--- src/sv/clr_pkg.sv ---
// Shared types and constants for the clipped line rasterizer.
// Used by every module of the block; depends on nothing else.
package clr_pkg;

    localparam int COORD_BITS_DEF = 12;
    localparam int ADDR_BITS_DEF  = 24;

    localparam int CFG_ADDR_W  = 5;
    localparam int CFG_DATA_W  = 32;
    localparam int COLOR_W     = 32;
    localparam int CLIP_POS_W  = 12;
    localparam int CLIP_SIZE_W = 13;

    typedef enum logic {
        CMD_START = 1'b0,
        CMD_STEP  = 1'b1
    } t_cmd;

    typedef enum logic [2:0] {
        REG_CLIP_LEFT   = 3'd0,
        REG_CLIP_TOP    = 3'd1,
        REG_CLIP_WIDTH  = 3'd2,
        REG_CLIP_HEIGHT = 3'd3,
        REG_ROW_STRIDE  = 3'd4
    } t_reg_idx;

    typedef struct packed {
        logic [CLIP_POS_W-1:0]  clip_left;
        logic [CLIP_POS_W-1:0]  clip_top;
        logic [CLIP_SIZE_W-1:0] clip_width;
        logic [CLIP_SIZE_W-1:0] clip_height;
        logic [CLIP_SIZE_W-1:0] row_stride;
    } t_clip_cfg;

    // Status of the pixel held in the walker stage.
    typedef struct packed {
        logic live;   // word came from a start or from a step of an active line
        logic last;   // endpoint reached, or no line active
    } t_pix_ctl;

endpackage

--- src/sv/clr_regs.sv ---
// Configuration registers of the clipped line rasterizer behind an APB-style port.
// Depends on clr_pkg.
module clr_regs (
    input  logic                            i_clk,
    input  logic                            i_rst_n,
    input  logic                            psel,
    input  logic                            penable,
    input  logic                            pwrite,
    input  logic [clr_pkg::CFG_ADDR_W-1:0]  paddr,
    input  logic [clr_pkg::CFG_DATA_W-1:0]  pwdata,
    output logic [clr_pkg::CFG_DATA_W-1:0]  prdata,
    output logic                            pready,
    output clr_pkg::t_clip_cfg              o_cfg
);
    import clr_pkg::*;

    t_clip_cfg r_cfg;
    t_reg_idx  reg_idx;
    logic      wr_en;

    assign pready  = 1'b1;
    assign reg_idx = t_reg_idx'(paddr[CFG_ADDR_W-1:2]);
    assign wr_en   = psel && penable && pwrite && pready;
    assign o_cfg   = r_cfg;

    always_ff @(posedge i_clk) begin
        if (!i_rst_n) begin
            r_cfg <= '0;
        end else if (wr_en) begin
            case (reg_idx)
                REG_CLIP_LEFT:   r_cfg.clip_left   <= pwdata[CLIP_POS_W-1:0];
                REG_CLIP_TOP:    r_cfg.clip_top    <= pwdata[CLIP_POS_W-1:0];
                REG_CLIP_WIDTH:  r_cfg.clip_width  <= pwdata[CLIP_SIZE_W-1:0];
                REG_CLIP_HEIGHT: r_cfg.clip_height <= pwdata[CLIP_SIZE_W-1:0];
                REG_ROW_STRIDE:  r_cfg.row_stride  <= pwdata[CLIP_SIZE_W-1:0];
                default: ;
            endcase
        end
    end

    always_comb begin
        case (reg_idx)
            REG_CLIP_LEFT:   prdata = CFG_DATA_W'(r_cfg.clip_left);
            REG_CLIP_TOP:    prdata = CFG_DATA_W'(r_cfg.clip_top);
            REG_CLIP_WIDTH:  prdata = CFG_DATA_W'(r_cfg.clip_width);
            REG_CLIP_HEIGHT: prdata = CFG_DATA_W'(r_cfg.clip_height);
            REG_ROW_STRIDE:  prdata = CFG_DATA_W'(r_cfg.row_stride);
            default:         prdata = '0;
        endcase
    end

endmodule

--- src/sv/clr_walk.sv ---
// Bresenham walker: line state and one error-term step per accepted active-line step.
// Its state registers double as the pixel stage feeding clr_emit. Depends on clr_pkg.
module clr_walk #(
    parameter int COORD_BITS = clr_pkg::COORD_BITS_DEF
) (
    input  logic                         i_clk,
    input  logic                         i_rst_n,
    input  logic                         i_in_valid,
    output logic                         o_in_stall,
    input  logic                         i_command,
    input  logic [COORD_BITS-1:0]        i_start_x,
    input  logic [COORD_BITS-1:0]        i_start_y,
    input  logic [COORD_BITS-1:0]        i_end_x,
    input  logic [COORD_BITS-1:0]        i_end_y,
    input  logic [clr_pkg::COLOR_W-1:0]  i_color_word,
    output logic                         o_pix_valid,
    input  logic                         i_pix_stall,
    output clr_pkg::t_pix_ctl            o_ctl,
    output logic [COORD_BITS-1:0]        o_col,
    output logic [COORD_BITS-1:0]        o_row,
    output logic [clr_pkg::COLOR_W-1:0]  o_color
);
    import clr_pkg::*;

    localparam int DW  = COORD_BITS + 1;  // |dx|, -|dy|
    localparam int EW  = COORD_BITS + 2;  // error term
    localparam int E2W = COORD_BITS + 3;  // doubled error and sums

    logic [COORD_BITS-1:0] r_cur_col, r_cur_row, r_target_col, r_target_row;
    logic [DW-1:0]         r_delta_col, r_neg_delta_row;
    logic                  r_step_col_neg, r_step_row_neg;
    logic [EW-1:0]         r_error_term;
    logic [COLOR_W-1:0]    r_line_color;
    logic                  r_line_active;
    logic                  r_valid, r_live;

    logic [COORD_BITS-1:0] n_cur_col, n_cur_row, n_target_col, n_target_row;
    logic [DW-1:0]         n_delta_col, n_neg_delta_row;
    logic                  n_step_col_neg, n_step_row_neg;
    logic [EW-1:0]         n_error_term;
    logic [COLOR_W-1:0]    n_line_color;
    logic                  n_line_active, n_live;

    logic          advance, accept, is_start;
    logic [DW-1:0] dx, dy;
    logic [E2W-1:0] e2, ndr_x, dc_x, err_x, err_sum;
    logic          col_go, row_go;

    assign advance    = !r_valid || !i_pix_stall;
    assign accept     = i_in_valid && advance;
    assign o_in_stall = !advance;
    assign is_start   = (t_cmd'(i_command) == CMD_START);

    assign dx = {i_end_x[COORD_BITS-1], i_end_x} - {i_start_x[COORD_BITS-1], i_start_x};
    assign dy = {i_end_y[COORD_BITS-1], i_end_y} - {i_start_y[COORD_BITS-1], i_start_y};

    // One Bresenham step; both tests use the error term from before the step.
    assign e2     = {r_error_term, 1'b0};
    assign ndr_x  = {{2{r_neg_delta_row[DW-1]}}, r_neg_delta_row};
    assign dc_x   = {{2{r_delta_col[DW-1]}}, r_delta_col};
    assign err_x  = {r_error_term[EW-1], r_error_term};
    assign col_go = $signed(e2) >= $signed(ndr_x);
    assign row_go = $signed(e2) <= $signed(dc_x);
    assign err_sum = err_x + (col_go ? ndr_x : '0) + (row_go ? dc_x : '0);

    always_comb begin
        n_cur_col       = r_cur_col;
        n_cur_row       = r_cur_row;
        n_target_col    = r_target_col;
        n_target_row    = r_target_row;
        n_delta_col     = r_delta_col;
        n_neg_delta_row = r_neg_delta_row;
        n_step_col_neg  = r_step_col_neg;
        n_step_row_neg  = r_step_row_neg;
        n_error_term    = r_error_term;
        n_line_color    = r_line_color;
        n_live          = 1'b1;
        if (is_start) begin
            n_cur_col       = i_start_x;
            n_cur_row       = i_start_y;
            n_target_col    = i_end_x;
            n_target_row    = i_end_y;
            n_line_color    = i_color_word;
            n_delta_col     = dx[DW-1] ? -dx : dx;
            n_neg_delta_row = dy[DW-1] ? dy : -dy;
            n_step_col_neg  = !($signed(i_start_x) < $signed(i_end_x));
            n_step_row_neg  = !($signed(i_start_y) < $signed(i_end_y));
            n_error_term    = {n_delta_col[DW-1], n_delta_col}
                            + {n_neg_delta_row[DW-1], n_neg_delta_row};
        end else if (r_line_active) begin
            n_error_term = err_sum[EW-1:0];
            if (col_go) begin
                n_cur_col = r_cur_col + (r_step_col_neg ? {COORD_BITS{1'b1}}
                                                        : COORD_BITS'(1));
            end
            if (row_go) begin
                n_cur_row = r_cur_row + (r_step_row_neg ? {COORD_BITS{1'b1}}
                                                        : COORD_BITS'(1));
            end
        end else begin
            // A step with no line drawn leaves the state alone.
            n_live = 1'b0;
        end
        n_line_active = !((n_cur_col == n_target_col) && (n_cur_row == n_target_row));
        if (!is_start && !r_line_active) begin
            n_line_active = 1'b0;
        end
    end

    always_ff @(posedge i_clk) begin
        if (!i_rst_n) begin
            r_cur_col       <= '0;
            r_cur_row       <= '0;
            r_target_col    <= '0;
            r_target_row    <= '0;
            r_delta_col     <= '0;
            r_neg_delta_row <= '0;
            r_step_col_neg  <= 1'b0;
            r_step_row_neg  <= 1'b0;
            r_error_term    <= '0;
            r_line_color    <= '0;
            r_line_active   <= 1'b0;
            r_live          <= 1'b0;
            r_valid         <= 1'b0;
        end else begin
            if (advance) begin
                r_valid <= i_in_valid;
            end
            if (accept) begin
                r_cur_col       <= n_cur_col;
                r_cur_row       <= n_cur_row;
                r_target_col    <= n_target_col;
                r_target_row    <= n_target_row;
                r_delta_col     <= n_delta_col;
                r_neg_delta_row <= n_neg_delta_row;
                r_step_col_neg  <= n_step_col_neg;
                r_step_row_neg  <= n_step_row_neg;
                r_error_term    <= n_error_term;
                r_line_color    <= n_line_color;
                r_line_active   <= n_line_active;
                r_live          <= n_live;
            end
        end
    end

    assign o_pix_valid = r_valid;
    assign o_ctl.live  = r_live;
    assign o_ctl.last  = !r_line_active;
    assign o_col       = r_cur_col;
    assign o_row       = r_cur_row;
    assign o_color     = r_line_color;

    // An active line has not yet reached its endpoint.
    a_active_not_at_end: assert property (@(posedge i_clk) disable iff (!i_rst_n)
        r_line_active |-> !((r_cur_col == r_target_col) && (r_cur_row == r_target_row)))
        else $error("active line sits on its endpoint");

    // A step of an active line moves the column by at most one pixel.
    a_col_unit_step: assert property (@(posedge i_clk) disable iff (!i_rst_n)
        (accept && !is_start && r_line_active) |=>
            ((r_cur_col == $past(r_cur_col))
             || (r_cur_col == $past(r_cur_col) + COORD_BITS'(1))
             || (r_cur_col == $past(r_cur_col) - COORD_BITS'(1))))
        else $error("column jumped by more than one pixel");

    // A step of an active line always moves the pixel somewhere.
    a_step_moves: assert property (@(posedge i_clk) disable iff (!i_rst_n)
        (accept && !is_start && r_line_active) |=>
            ((r_cur_col != $past(r_cur_col)) || (r_cur_row != $past(r_cur_row))))
        else $error("step left the pixel in place");

endmodule

--- src/sv/clr_emit.sv ---
// Output stage: clip test, framebuffer address and the result register.
// Depends on clr_pkg.
module clr_emit #(
    parameter int COORD_BITS = clr_pkg::COORD_BITS_DEF,
    parameter int ADDR_BITS  = clr_pkg::ADDR_BITS_DEF
) (
    input  logic                         i_clk,
    input  logic                         i_rst_n,
    input  clr_pkg::t_clip_cfg           i_cfg,
    input  logic                         i_pix_valid,
    output logic                         o_pix_stall,
    input  clr_pkg::t_pix_ctl            i_ctl,
    input  logic [COORD_BITS-1:0]        i_col,
    input  logic [COORD_BITS-1:0]        i_row,
    input  logic [clr_pkg::COLOR_W-1:0]  i_color,
    output logic                         o_out_valid,
    input  logic                         i_out_stall,
    output logic                         o_write_enable,
    output logic [ADDR_BITS-1:0]         o_pixel_address,
    output logic [clr_pkg::COLOR_W-1:0]  o_pixel_data,
    output logic                         o_last
);
    import clr_pkg::*;

    localparam int CMP_W = ((COORD_BITS > CLIP_SIZE_W + 1) ? COORD_BITS : CLIP_SIZE_W + 1) + 1;
    localparam int PROD_W = COORD_BITS + CLIP_SIZE_W + 1;
    localparam int SUM_W  = (PROD_W > ADDR_BITS) ? PROD_W : ADDR_BITS;

    logic                 r_out_valid, r_write_enable, r_last;
    logic [ADDR_BITS-1:0] r_pixel_address;
    logic [COLOR_W-1:0]   r_pixel_data;

    logic             advance, load, in_clip;
    logic [CMP_W-1:0] col_x, row_x, left_x, top_x, right_x, bottom_x;
    logic [SUM_W-1:0] addr_sum;

    assign advance     = !r_out_valid || !i_out_stall;
    assign load        = i_pix_valid && advance;
    assign o_pix_stall = !advance;

    assign col_x    = {{(CMP_W-COORD_BITS){i_col[COORD_BITS-1]}}, i_col};
    assign row_x    = {{(CMP_W-COORD_BITS){i_row[COORD_BITS-1]}}, i_row};
    assign left_x   = CMP_W'(i_cfg.clip_left);
    assign top_x    = CMP_W'(i_cfg.clip_top);
    assign right_x  = left_x + CMP_W'(i_cfg.clip_width);
    assign bottom_x = top_x + CMP_W'(i_cfg.clip_height);

    assign in_clip = i_ctl.live
                 && ($signed(col_x) >= $signed(left_x)) && ($signed(col_x) < $signed(right_x))
                 && ($signed(row_x) >= $signed(top_x)) && ($signed(row_x) < $signed(bottom_x));

    // Row and column are non-negative whenever the pixel is inside the clip.
    assign addr_sum = SUM_W'(i_row) * SUM_W'(i_cfg.row_stride) + SUM_W'(i_col);

    always_ff @(posedge i_clk) begin
        if (!i_rst_n) begin
            r_out_valid <= 1'b0;
        end else if (advance) begin
            r_out_valid <= i_pix_valid;
        end
    end

    always_ff @(posedge i_clk) begin
        if (load) begin
            r_write_enable  <= in_clip;
            r_pixel_address <= in_clip ? addr_sum[ADDR_BITS-1:0] : '0;
            r_pixel_data    <= i_ctl.live ? i_color : '0;
            r_last          <= i_ctl.last;
        end
    end

    assign o_out_valid     = r_out_valid;
    assign o_write_enable  = r_write_enable;
    assign o_pixel_address = r_pixel_address;
    assign o_pixel_data    = r_pixel_data;
    assign o_last          = r_last;

    // A word without a write always carries a zero address.
    a_no_write_zero_addr: assert property (@(posedge i_clk) disable iff (!i_rst_n)
        (r_out_valid && !r_write_enable) |-> (r_pixel_address == '0))
        else $error("address set on a word without a write");

    // A stalled result is not overwritten by the pixel stage.
    a_hold_on_stall: assert property (@(posedge i_clk) disable iff (!i_rst_n)
        (r_out_valid && i_out_stall) |=> (r_out_valid && $stable(r_pixel_address)
                                          && $stable(r_last)))
        else $error("result changed while stalled");

endmodule

--- src/sv/clipped_line_rasterizer.sv ---
// Bresenham line rasterizer with a clip rectangle. A start word loads both endpoints and the
// pixel value and yields the first pixel; each step word of an active line yields the next
// one. The block takes one word per clock while no stall holds it and returns one result per
// word: the walker register holds the line state and the new pixel, and the output register
// after it holds the clip flag, the address row*row_stride+col and the last flag. The rate is
// set by the error-term update in the walker, which feeds back on itself.
// Clip and stride registers should be written only while no word is in flight.
module clipped_line_rasterizer #(
    parameter int COORD_BITS = clr_pkg::COORD_BITS_DEF,
    parameter int ADDR_BITS  = clr_pkg::ADDR_BITS_DEF
) (
    input  logic                            i_clk,
    input  logic                            i_rst_n,
    input  logic                            psel,
    input  logic                            penable,
    input  logic                            pwrite,
    input  logic [clr_pkg::CFG_ADDR_W-1:0]  paddr,
    input  logic [clr_pkg::CFG_DATA_W-1:0]  pwdata,
    output logic [clr_pkg::CFG_DATA_W-1:0]  prdata,
    output logic                            pready,
    input  logic                            i_in_valid,
    output logic                            o_in_stall,
    input  logic                            i_command,
    input  logic [COORD_BITS-1:0]           i_start_x,
    input  logic [COORD_BITS-1:0]           i_start_y,
    input  logic [COORD_BITS-1:0]           i_end_x,
    input  logic [COORD_BITS-1:0]           i_end_y,
    input  logic [clr_pkg::COLOR_W-1:0]     i_color_word,
    output logic                            o_out_valid,
    input  logic                            i_out_stall,
    output logic                            o_write_enable,
    output logic [ADDR_BITS-1:0]            o_pixel_address,
    output logic [clr_pkg::COLOR_W-1:0]     o_pixel_data,
    output logic                            o_last
);
    import clr_pkg::*;

    t_clip_cfg             cfg;
    t_pix_ctl              pix_ctl;
    logic                  pix_valid, pix_stall;
    logic [COORD_BITS-1:0] pix_col, pix_row;
    logic [COLOR_W-1:0]    pix_color;

    clr_regs u_regs (
        .i_clk   (i_clk),
        .i_rst_n (i_rst_n),
        .psel    (psel),
        .penable (penable),
        .pwrite  (pwrite),
        .paddr   (paddr),
        .pwdata  (pwdata),
        .prdata  (prdata),
        .pready  (pready),
        .o_cfg   (cfg)
    );

    clr_walk #(
        .COORD_BITS (COORD_BITS)
    ) u_walk (
        .i_clk        (i_clk),
        .i_rst_n      (i_rst_n),
        .i_in_valid   (i_in_valid),
        .o_in_stall   (o_in_stall),
        .i_command    (i_command),
        .i_start_x    (i_start_x),
        .i_start_y    (i_start_y),
        .i_end_x      (i_end_x),
        .i_end_y      (i_end_y),
        .i_color_word (i_color_word),
        .o_pix_valid  (pix_valid),
        .i_pix_stall  (pix_stall),
        .o_ctl        (pix_ctl),
        .o_col        (pix_col),
        .o_row        (pix_row),
        .o_color      (pix_color)
    );

    clr_emit #(
        .COORD_BITS (COORD_BITS),
        .ADDR_BITS  (ADDR_BITS)
    ) u_emit (
        .i_clk           (i_clk),
        .i_rst_n         (i_rst_n),
        .i_cfg           (cfg),
        .i_pix_valid     (pix_valid),
        .o_pix_stall     (pix_stall),
        .i_ctl           (pix_ctl),
        .i_col           (pix_col),
        .i_row           (pix_row),
        .i_color         (pix_color),
        .o_out_valid     (o_out_valid),
        .i_out_stall     (i_out_stall),
        .o_write_enable  (o_write_enable),
        .o_pixel_address (o_pixel_address),
        .o_pixel_data    (o_pixel_data),
        .o_last          (o_last)
    );

endmodule

--- config.mk ---
export PLATFORM = sky130hd
export DESIGN_NAME = clipped_line_rasterizer
export DESIGN_NICKNAME = d
export VERILOG_FILES = /design/src/sv/clr_pkg.sv /design/src/sv/clr_regs.sv /design/src/sv/clr_walk.sv /design/src/sv/clr_emit.sv /design/src/sv/clipped_line_rasterizer.sv
export SDC_FILE = /design/constraint.sdc
export NUM_CORES = 1
export LEC_CHECK = 0
export ABC_CLOCK_PERIOD_IN_PS = 5750
export BUFFER_PORTS_ARGS = -buffer_cell sky130_fd_sc_hd__buf_2
export CORE_ASPECT_RATIO = 1.1
export CORE_MARGIN = 3
export CORE_UTILIZATION = 35
export DETAILED_ROUTE_END_ITERATION = 8
export HOLD_SLACK_MARGIN = 0.15
export PLACE_DENSITY = 0.53
export SLEW_MARGIN = 10
export SYNTH_ARGS = -nofsm -noshare
export SYNTH_HDL_FRONTEND = slang
export SYNTH_SLANG_ARGS = --single-unit
--- constraint.sdc ---
create_clock -name i_clk -period 5.75 [get_ports i_clk]
set_input_delay 0.8625 -clock i_clk [delete_from_list [all_inputs] [get_ports i_clk]]
set_output_delay 0.8625 -clock i_clk [all_outputs]
set_load 0.05 [all_outputs]
Word-level counts from Yosys, hierarchy flattened
Cells that the tools add are included.
Widths: inputs -> output; s select.
{"block": "op_classes", "n_eq_ne": 7, "multipliers": 1, "n_mux": 20, "n_lt_le_gt_ge": 8, "add_sub_neg": 12, "n_reduce_logical": 28, "bitwise_logic": 1}
{"operator": "$mux 12", "n": 10}
{"operator": "$pmux 13 s5", "n": 1}
{"operator": "$mux 14", "n": 4}
{"operator": "$lt 12x15->1", "n": 2}
{"operator": "$add 12x13->14", "n": 2}
{"operator": "$add 14x14->14", "n": 2}
{"operator": "$ge 12x13->1", "n": 2}
{"operator": "$mux 13", "n": 2}
{"operator": "$neg 13->13", "n": 2}
{"operator": "$sub 12x12->13", "n": 2}
{"operator": "$add 12x12->12", "n": 2}
{"operator": "$add 24x12->24", "n": 1}
{"operator": "$eq 12x12->1", "n": 2}
{"operator": "$lt 12x12->1", "n": 2}
{"operator": "$mul 12x13->24", "n": 1}
{"operator": "$ge 15x13->1", "n": 1}
{"operator": "$le 15x13->1", "n": 1}
{"operator": "$add 13x13->14", "n": 1}
{"operator": "$reduce_and 2->1", "n": 7}
{"operator": "$logic_and 1x1->1", "n": 10}
{"operator": "$logic_not 1->1", "n": 8}
{"operator": "$eq 3x2->1 const B", "n": 2}
{"operator": "$eq 3x1->1 const B", "n": 1}
{"operator": "$eq 3x3->1 const B", "n": 1}
{"operator": "other kinds (5)", "n": 8}
{"block": "totals", "out_inout_bits": 93, "elab_cells": 100, "ff_bits": 247, "in_bits": 125}

Depth between registers and ports, before layout
{"block": "logic_depth", "ltp_word": 9, "depth_mapped": 25, "mapped_depth_nobuf": 25}

By module
From an unflattened synthesis, not the netlist that was laid out.
{"block": "unflattened", "hier_cells": 2801, "hier_area_um2": 23656.4}
{"module": "clr_walk", "seq_area_each_um2": 2502.4, "instances": 1, "cells_per_inst": 1408, "area_each_um2": 10796.6}
{"module": "clr_emit", "seq_area_each_um2": 1761.7, "instances": 1, "cells_per_inst": 1084, "area_each_um2": 9864.5}
{"module": "clr_regs", "seq_area_each_um2": 1261.2, "instances": 1, "cells_per_inst": 309, "area_each_um2": 2995.4}

Worst setup path before layout
Ideal clock, no wire load.
{"block": "synth_path", "path_type": "register to register", "from": "reg u_walk.r_cur_row[0], in the netlist u_walk.o_row[0]", "to": "reg u_emit.r_pixel_address[20], in the netlist u_emit.o_pixel_address[20], data pin", "synth_period_minus_slack_ns": 5.893, "setup_time_ns": 0.255, "required_time_ns": 5.495, "arrival_time_ns": 5.638, "path_stages_with_launch": 24, "slack_ns": -0.143, "n_path_buf": 2, "cell_sequence": "dfxtp_1 -> clkbuf_1 -> clkbuf_1 -> and2_1 -> fa_1 -> inv_1 -> fa_1 -> inv_1 -> fa_1 -> fa_1 -> inv_1 -> fa_1 -> inv_1 -> ha_1 -> o21a_1 -> nor2_1 -> nor3_1 -> nor2_1 -> a211oi_1 -> a41oi_1 -> a2111oi_0 -> nor2_1 -> xnor2_1 -> and2_1"}
{"block": "synth_between", "elab_chain_len": 3, "word_cells_on_any_way": 6, "cone_classes": "add/sub: 1; mul: 1; order compare: 2; reduce/logical: 2"}
{"element": "start, declared", "line": "clr_walk.sv:29", "rtl": "logic [COORD_BITS-1:0] r_cur_col, r_cur_row, r_target_col, r_target_row;"}
{"element": "start signal, assigned", "line": "clr_walk.sv:131", "rtl": "r_cur_row <= n_cur_row;"}
{"element": "branches (longest 3 deep; another with $mul 12x13->24)"}
{"element": "end signal, assigned", "line": "clr_emit.sv:66", "rtl": "r_pixel_address <= in_clip ? addr_sum[ADDR_BITS-1:0] : '0;"}
{"element": "end, declared", "line": "clr_emit.sv:30", "rtl": "logic [ADDR_BITS-1:0] r_pixel_address;"}
Several ways; the timed one is not identified.
A chain may end at the register's enable or synchronous reset.

Worst setup path in the final report
{"block": "layout_path", "from": "reg u_walk.r_error_term[9]", "to": "reg u_walk.r_error_term[13]"}
{"block": "layout_between", "elab_chain_len": 6, "word_cells_on_any_way": 8, "cone_classes": "add/sub: 2; order compare: 2; mux: 4"}
{"element": "start, declared", "line": "clr_walk.sv:32", "rtl": "logic [EW-1:0] r_error_term;"}
{"element": "start signal, assigned", "line": "clr_walk.sv:138", "rtl": "r_error_term <= n_error_term;"}
{"element": "$ge 15x13->1", "line": "clr_walk.sv:62", "rtl": "assign col_go = $signed(e2) >= $signed(ndr_x);"}
{"element": "$mux 14", "line": "clr_walk.sv:64", "rtl": "assign err_sum = err_x + (col_go ? ndr_x : '0) + (row_go ? dc_x : '0);"}
{"element": "$add 14x14->14", "line": "clr_walk.sv:64"}
{"element": "$add 14x14->14 *", "line": "clr_walk.sv:64"}
{"element": "$mux 14 *", "line": "clr_walk.sv:90", "rtl": "end else if (r_line_active) begin"}
{"element": "$mux 14 *", "line": "clr_walk.sv:78", "rtl": "if (is_start) begin"}
Mark *: on every way between the ends. The rest lies on a longest branch, timed or not. The select of a mux whose other input is x is not followed.

==> impl_metrics.tcl <==
set metrics [dict create \
    seq_area_frac_synth_pct 24.1 \
    yosysTopAreaCell "dfxtp_1" \
    slowest_stage "nor4_1" \
    layout_commonest_cell "nand2_1" \
    max_stage_delay_ns 0.50 \
    synthCells 2777 \
    maxCapViolCount 0 \
    vias 20000 \
    cts_tree "built" \
    multi_input_area_sq_mm 0.0158 \
    ys_ff_latch 247 \
    area_delta_synth_final_pct 17.7 \
    cp_top_family "compound AO/OA/AOI/OAI gates" \
    setup_viol 0 \
    async_reset_ff_share_pct 0 \
    cts-root-buf "clkbuf_16" \
    hpwl_mm 55.9 \
    timing.fmax_mhz 179 \
    route.detailed.drc 0 \
    crit_type "flip-flop to flip-flop" \
    hold_violations 0 \
    period_share_pct 97.4 \
    arrival_ns 6.09 \
    pin_count 218 \
    synth_edf_count 58 \
    grt_pass1_wl_mm 112 \
    fin_util_pct 42.0 \
    start_kind "flip-flop" \
    yosysWarningCount 0 \
    p_total_mw 6.24 \
    final_max_slew_viol_count 0 \
    outcome "complete, no violations" \
    p_leak_nw 12.4 \
    grt_max_degree 101 \
    track_usage_pct 20.2 \
    power.density_mw_per_mm2 231 \
    cp.buffers_inverters 2 \
    hold_buffers 0 \
    rsz0062_at_grt "true" \
    antenna_found_initial 2 \
    cp_cell_sequence "buf_4, ha_1, nand4_1, nor4_1, o21ai_0, a31o_2, and2_1, fa_1, ha_1, fa_1, a21oi_1, nor2_1, nor2_2, o21bai_1, a21oi_2, o21bai_1, a41o_1, o41ai_2, buf_4, xnor2_1, or3b_2, o2111a_1" \
    worstMarginPinSlew_ns 1.21 \
    pre_cts_ws_ns -0.266 \
    vias_per_cell 5.14 \
    peakVddDrop_mv 0.234 \
    insertion_delay_ns 0.60 \
    fin_ws_ns 0.149 \
    cts_buffer_depth 3 \
    place_congestion 0.887 \
    routed_wl_mm 70.7 \
    final_cell_mix "nand2_1 (355), inv_1 (349), ha_1 (234), a21oi_1 (206), nor2_1 (186)" \
    avgSynthCellArea_sq_um 8.26 \
    dr.first_iter.drc_count 1103 \
    fp.dieH_microns 274 \
    setup_tns_ns 0 \
    die_area_sq_mm 0.0686 \
    die-width_microns 250 \
    fin_worst_skew_ns 0.0271 \
    ant_nets 0 \
    dr.pass1.iters 5 \
    clk_pin_slew_ns 0.06 \
    wl_per_cell_microns 18.2 \
    fillers 6490 \
    nNetsFinal 3523 \
    port-buffer-count 176 \
    final_layout_size_suffix_gt1_share_pct 15.1 \
    area.sequential_sq_mm 0.00555 \
    synth_ff_type "dfxtp_1" \
    path_max_fanout 5 \
    num_rows 97 \
    required_ns 6.24 \
    grt_pass1_vias 20500 \
    yosys-top-cells-area "dfxtp_1 (16%), ha_1 (13%), fa_1 (12%)" \
    cts.sinks 247 \
    relSlewSlack_pct 19.5 \
    endpoint_kind "flip-flop" \
    start_util_pct 35.7 \
    gr-total-overflow 0 \
    fp.coreArea_sq_mm 0.0643 \
    syn-cell-area_sq_mm 0.0229 \
    ys_types 80 \
    hold_class "flip-flop to flip-flop" \
    synth_top_area_share_pct 16.5 \
    numCtsBuffers 31 \
    finalCriticalPeriod_ns 5.60 \
    h-tree-depth 1 \
]
[metrics by stage]
stage	cell area, sq um	std cells	hold WS (ns)
2_1_floorplan	23000	2795	0.432
3_3_place_gp	25600	3820	0.438
3_5_place_dp	25600	3820	0.443
4_1_cts	26700	3878	0.452
5_1_grt	27000	3883	0.473
6_report	27000	3884	0.450
[power breakdown]
group          internal, mW  switching, mW
logic                 0.851           1.25
registers              1.86         0.0755
clock network          1.35          0.858
total                  4.06           2.18
[cell usage after synthesis (5+ instances only)]
master and n:
o211ai_1 14, or3_1 9, edfxtp_1 58, nor3b_1 7, nor2b_1 21, xor2_1 58
nand4_1 13, and2_1 136, o21a_1 24, o31ai_1 5, inv_1 353, xnor2_1 91
buf_4 22, o22ai_1 25, fa_1 141, nand2b_1 11, nor4_1 12, ha_1 240
o2111ai_1 6, dfxtp_1 189, a31o_2 5, a21boi_0 8, nand3_1 50, mux2i_1 73
o21ai_0 82, and3_1 15, or2_2 6, a2111oi_0 9, buf_1 9, o21bai_1 14
a21oi_1 210, a31oi_1 9, mux2_2 5, nand2_1 356, a211oi_1 39, nor2_1 189
a22oi_1 11, a21o_1 33, nor3_1 46, clkbuf_1 100
[logic make-up after synthesis]
kind of cell	share of synthesized area, %
AOI/OAI and AO/OA	15.0
xor gates and xnor gates	5.69
adders and majority gates	25.4
buffers and inverters	8.38
DFF	24.1
muxes	3.43
other	0.0327
and+or+nand+nor	17.9
[sequential cells by signal, indices dropped and copies added, names as in the netlist, 12 cells and up]
signal and cells:
u_walk.o_row 12, u_walk.r_target_row 12, u_walk.o_col 12, u_regs.o_cfg 63, u_emit.o_pixel_data 32, u_emit.o_pixel_address 24, u_walk.r_error_term 14, u_walk.r_neg_delta_row 13
u_walk.o_color 32, u_walk.r_target_col 12, u_walk.r_delta_col 13
[area by class of cell]
cell class | count | area share (%)
well taps | 841 | 3.90
inverters | 355 | 4.95
clock buffers | 42 | 3.42
flip-flops and latches | 247 | 20.6
repair buffers | 323 | 7.67
clock inverters | 16 | 0.839
multi-input cells | 2059 | 58.7
diodes | 1 | 0.00927
[final timing paths]
| check | depth (start not counted) | slack (ns) | startpoint | endpoint |
|---|---|---|---|---|
| worst min-delay path | 2 | 0.45 | u_walk.o_color[17] | u_walk.o_color[17] |
| worst max-delay path | 22 | 0.15 | u_walk.r_error_term[9] | u_walk.r_error_term[13] |
| worst max register to register | 22 | 0.15 | u_walk.r_error_term[9] | u_walk.r_error_term[13] |
| worst min register to register | 2 | 0.45 | u_walk.o_color[17] | u_walk.o_color[17] |
[tightest hold or removal path, stage by stage (launching register included)]
cell,delay [ns]
dfxtp_1,0.30
nand2_1,0.05
a21oi_1,0.05
[layer usage]
metal	up-vias	track usage [%]	part of all wire, %
met4	2	6.03	3.1
met3	98	2.12	3.4
met5	-	0	0.024
li1	9755	-	-
met1	9748	24.6	43
met2	374	37.4	51
[what timing repair did]
action	CTS	global route
pin swaps	4	29
buffers inserted	0	5
endpoints found under the setup margin	7	7
gates resized for setup	11	55
endpoints found under the hold margin	0	0
Note: power is estimated with default switching activity, not from simulation.
